--- config.mk ---
export PLATFORM = sky130hd
export DESIGN_NAME = bscs_ram
export DESIGN_NICKNAME = d
export VERILOG_FILES = /design/src/bscs_ram.sv
export SDC_FILE = /design/constraint.sdc
export NUM_CORES = 2
export LEC_CHECK = 0
export BUFFER_PORTS_ARGS = -buffer_cell sky130_fd_sc_hd__buf_2
export CORE_MARGIN = 4
export CORE_UTILIZATION = 57
export DETAILED_ROUTE_END_ITERATION = 8
export PLACE_DENSITY = 0.81
export SYNTH_ARGS = -nofsm -noshare
export SYNTH_HDL_FRONTEND = slang
export SYNTH_SLANG_ARGS = --single-unit
--- constraint.sdc ---
create_clock -name clk_i -period 2.5 [get_ports clk_i]
set_input_delay 0.5 -clock clk_i [delete_from_list [all_inputs] [get_ports clk_i]]
set_output_delay 0.5 -clock clk_i [all_outputs]
set_load 0.02 [all_outputs]
--- src/bscs_ram.sv ---
`timescale 1ns / 1ps
module bscs_ram #(
  parameter int Width = 8,
  parameter int Depth = 256
) (
  input  logic                     clk_i,
  input  logic                     we_i,
  input  logic [$clog2(Depth)-1:0] waddr_i,
  input  logic [Width-1:0]         wdata_i,
  input  logic [$clog2(Depth)-1:0] raddr_i,
  output logic [Width-1:0]         rdata_o
);
  logic [Width-1:0] mem [Depth];
  logic [Width-1:0] rdata_q;

  always_ff @(posedge clk_i) begin
    if (we_i) begin
      mem[waddr_i] <= wdata_i;
    end
    rdata_q <= mem[raddr_i];
  end

  assign rdata_o = rdata_q;
endmodule

==> impl_metrics.py <==
metrics = {
    "hold_path": {
        "hold_path.class": "primary input to flop",
        "min_to": "mem[245][1]",
        "min_path_cells": 1,
        "min_from": "wdata_i[1]",
    },
    "floorplanning": {
        "core_area_sq_um": 138000,
        "io_pins": 34,
        "die_area_sq_um": 146000,
        "initial_core_util_pct": 57.6,
        "fp-row-count": 136,
        "die_y_um": 382,
        "die_w_um": 382,
    },
    "place": {
        "gp_congestion": 0.902,
        "dp_hpwl_um": 130000,
        "place.port_buffers": 33,
        "dp.cells": 6080,
    },
    "pwr": {
        "power_frac_comb_pct": 5.7,
        "internal-power_mw": 56.4,
        "p_sw_mw": 15.4,
        "switching_share_pct": 21.4,
        "ir_worst_vdd_mv": 0.965,
        "p_leak_nw": 30.4,
        "p_seq_share_pct": 53.0,
        "p_per_area_nw_per_um2": 769,
        "clkPwrFrac_pct": 41.2,
    },
    "layout": {
        "final_util_pct": 67.7,
        "num-nets-final": 4436,
        "register_area_sq_um": 61700,
        "synthToLayoutAreaGrowth_pct": 17.4,
        "final_cells": 6438,
        "fill_cells": 7851,
        "drive_gt1_share_pct": 32.4,
        "multi_input_area_sq_um": 16600,
    },
    "global_routing": {
        "antenna_found_initial": 11,
        "grt_pass1_wl_um": 314000,
        "grt_usage_pct": 29.9,
        "grt_pass1_vias": 44850,
        "grt_start_max_net_pins": 116,
        "grt.overflow.total": 0,
    },
    "timing": {
        "rsz0062_at_grt": "no",
        "finalSetupViolCount": 1,
        "slew_headroom_pct": 35.4,
        "clock.fmax_mhz": 394,
        "layout_setup_ws_ps": -35.3,
        "post-route-period-util_pct": 101,
        "finalClockSkew_ps": 32.5,
        "worst_slew_pin_slew_ps": 969,
        "min_period_ps": 2540,
        "slew_viol_final": 0,
        "hold_violations": 0,
    },
    "synth": {
        "seq_area_frac_synth_pct": 77.5,
        "ys_ff_latch": 2056,
        "yosysMostFrequentCell": "edfxtp_1",
        "synth.area.top_cells": "edfxtp_1 77%, mux4_2 13%, mux2i_1 1.7%, nor2_1 1.3%, a22oi_1 1.3%",
        "synth_async_sr_flop_share_pct": 0,
        "synth_top_cell_by_area": "edfxtp_1",
        "synth_edf_count": 2048,
        "ys.flop_type": "edfxtp_1",
        "synth_common_cells": "2048 x edfxtp_1, 454 x mux4_2, 282 x nor2_1, 134 x mux2i_1, 133 x a22oi_1",
        "synth.avg_cell_area_sq_um": 21.3,
        "syn-num-nets": 3759,
        "synthDistinctLibCells": 55,
        "ys_warn_count": 0,
        "syn_inst": 3733,
        "synth_top_cell_area_share_pct": 77.3,
        "synth_area_sq_um": 79600,
    },
    "clock_tree": {
        "cts_resized": 11,
        "root_buffer": "clkbuf_16",
        "cts_buffer_depth": 3,
        "post_cts_buffers": 0,
        "numClockSinks": 2056,
        "cts.reportedPaths.clkPinSlew_ps": 60,
        "tritoncts": "built",
        "ctsHtreeMaxLevel": 4,
        "ctsHoldBuffers": 0,
        "cts_buffers": 191,
        "clk_latency_ps": 830,
    },
    "route": {
        "avgRoutedWirePerCell_um": 33.7,
        "drtIter0Drc": 7875,
        "drt_wl_total_um": 217000,
        "first_pass_iters": 6,
        "route.detailed.drc": 0,
        "via_per_inst": 6.85,
        "ant_nets": 0,
        "vias": 44130,
    },
    "critical_path": {
        "cp_slowest_stage_delay_ps": 510,
        "reg2reg_depth": 7,
        "critPathKind": "flop to flop",
        "timing.rr.end": "rdata_o[7]",
        "cp.arrival_ps": 3230,
        "required_ps": 3200,
        "cp_slowest_cell": "mux4_2",
        "worst-path-max-fanout": 1,
        "worst_setup_path_start_kind": "flop",
        "r2r_slack_ps": -40,
        "r2r_start": "mem[101][7]",
        "end_kind": "flop",
        "worstPathCellList": "mux4_2 > nor2b_1 > a211oi_2 > nor2_1 > nor4_4 > buf_4 > nor4_1",
    },
    "flow_run": {
        "maxCapViolations": 0,
    },
    "outcome": {
        "failed_checks": "negative setup slack",
        "status": "complete, but fails checks",
    },
}
==> worst max-delay path, delay by kind of cell (launching register included) <==
kind	cells	cell delay [ps]
compound gates	1	440
buf+inv	1	210
flops	1	420
mux	1	510
simple gates	4	820
==> registers in the layout, indices dropped and copies added, names as in the netlist <==
name and count:
mem 2048, rdata_o 8
==> how the worst max path moves through the flow <==
| stage | from | endpoint | slack [ps] | cells past startpoint |
|---|---|---|---|---|
| 6_report | mem[101][7] | rdata_o[7] | -40 | 7 |
| 5_1_grt | mem[132][1] | rdata_o[1] | 2 | 8 |
| 4_1_cts | raddr_i[1] | rdata_o[0] | 10 | 10 |
| 3_5_place_dp | raddr_i[0] | rdata_o[7] | -1010 | 11 |
| 3_3_place_gp | raddr_i[0] | rdata_o[7] | -1100 | 10 |
| 2_1_floorplan | raddr_i[0] | rdata_o[2] | 60 | 9 |
==> layer usage <==
metal | global-route usage (%) | routed length (um) | vias to the layer above
li1 | - | - | 17038
met1 | 39.2 | 70700 | 22344
met2 | 46.5 | 103000 | 3972
met3 | 8.43 | 29800 | 768
met4 | 15.6 | 13400 | 8
met5 | 0 | 57 | -
==> area by class of cell <==
type | count | area share [%]
multi-input cells | 1442 | 17.8
flip-flops and latches | 2056 | 66.0
clock inverters | 119 | 1.34
well taps | 1863 | 2.50
repair buffers | 717 | 6.95
inverters | 2 | 0.00804
diodes | 7 | 0.0188
clock buffers | 232 | 5.38
==> through the flow <==
stage	setup TNS [ps]	power, mW	setup slack, ps	hold slack (ps)	area [sq um]
floorplan	0	40.6	62.1	599	79600
global placement	-6150	42.6	-1100	1010	87000
detailed placement	-6320	42.7	-1010	1020	87000
CTS	0	71.8	13.3	136	93300
global route	0	73.5	1.67	174	93400
finish	-35.3	71.8	-35.3	187	93400
==> cells in the final DEF, fill, tap and decap left out, types with 8 or more instances in the layout <==
master	instances
edfxtp_1	2048
buf_4	597
mux4_2	454
nor2_1	279
clkbuf_16	195
mux2i_1	134
a22oi_1	132
a21oi_1	96
buf_12	88
o221ai_1	46
clkinv_1	42
clkinv_2	38
clkbuf_1	36
nand3_1	34
nand2_1	33
o22ai_1	28
nor2b_1	28
bufinv_16	24
buf_2	22
nor3_1	18
nor4_1	16
a211oi_1	15
a221oi_1	13
nand4_1	10
o211ai_1	10
o21ai_0	10
clkbuf_8	9
nand2b_1	8
a22o_1	8
dfxtp_1	8
==> power by group through the flow <==
stage / registers [mW] / clock network, mW / logic, mW
5_1_grt: 38.0 / 31.2 / 4.24
6_report: 38.1 / 29.6 / 4.11
4_1_cts: 38.1 / 29.7 / 4.01
3_5_place_dp: 38.8 / 0 / 3.90
2_1_floorplan: 38.8 / 0 / 1.85
3_3_place_gp: 38.8 / 0 / 3.79
==> logic make-up (layout without fill, tap and decap cells) <==
family | Yosys count | count (layout) | share of synthesized area (%)
AOI/OAI and AO/OA | 385 | 385 | 3.42
muxes | 591 | 591 | 14.6
and+or+nand+nor | 466 | 466 | 2.63
buffers and inverters | 235 | 1070 | 1.83
DFF | 2056 | 2056 | 77.5
other | 0 | 7 | 0
Note: power is estimated with default switching activity, not from simulation.
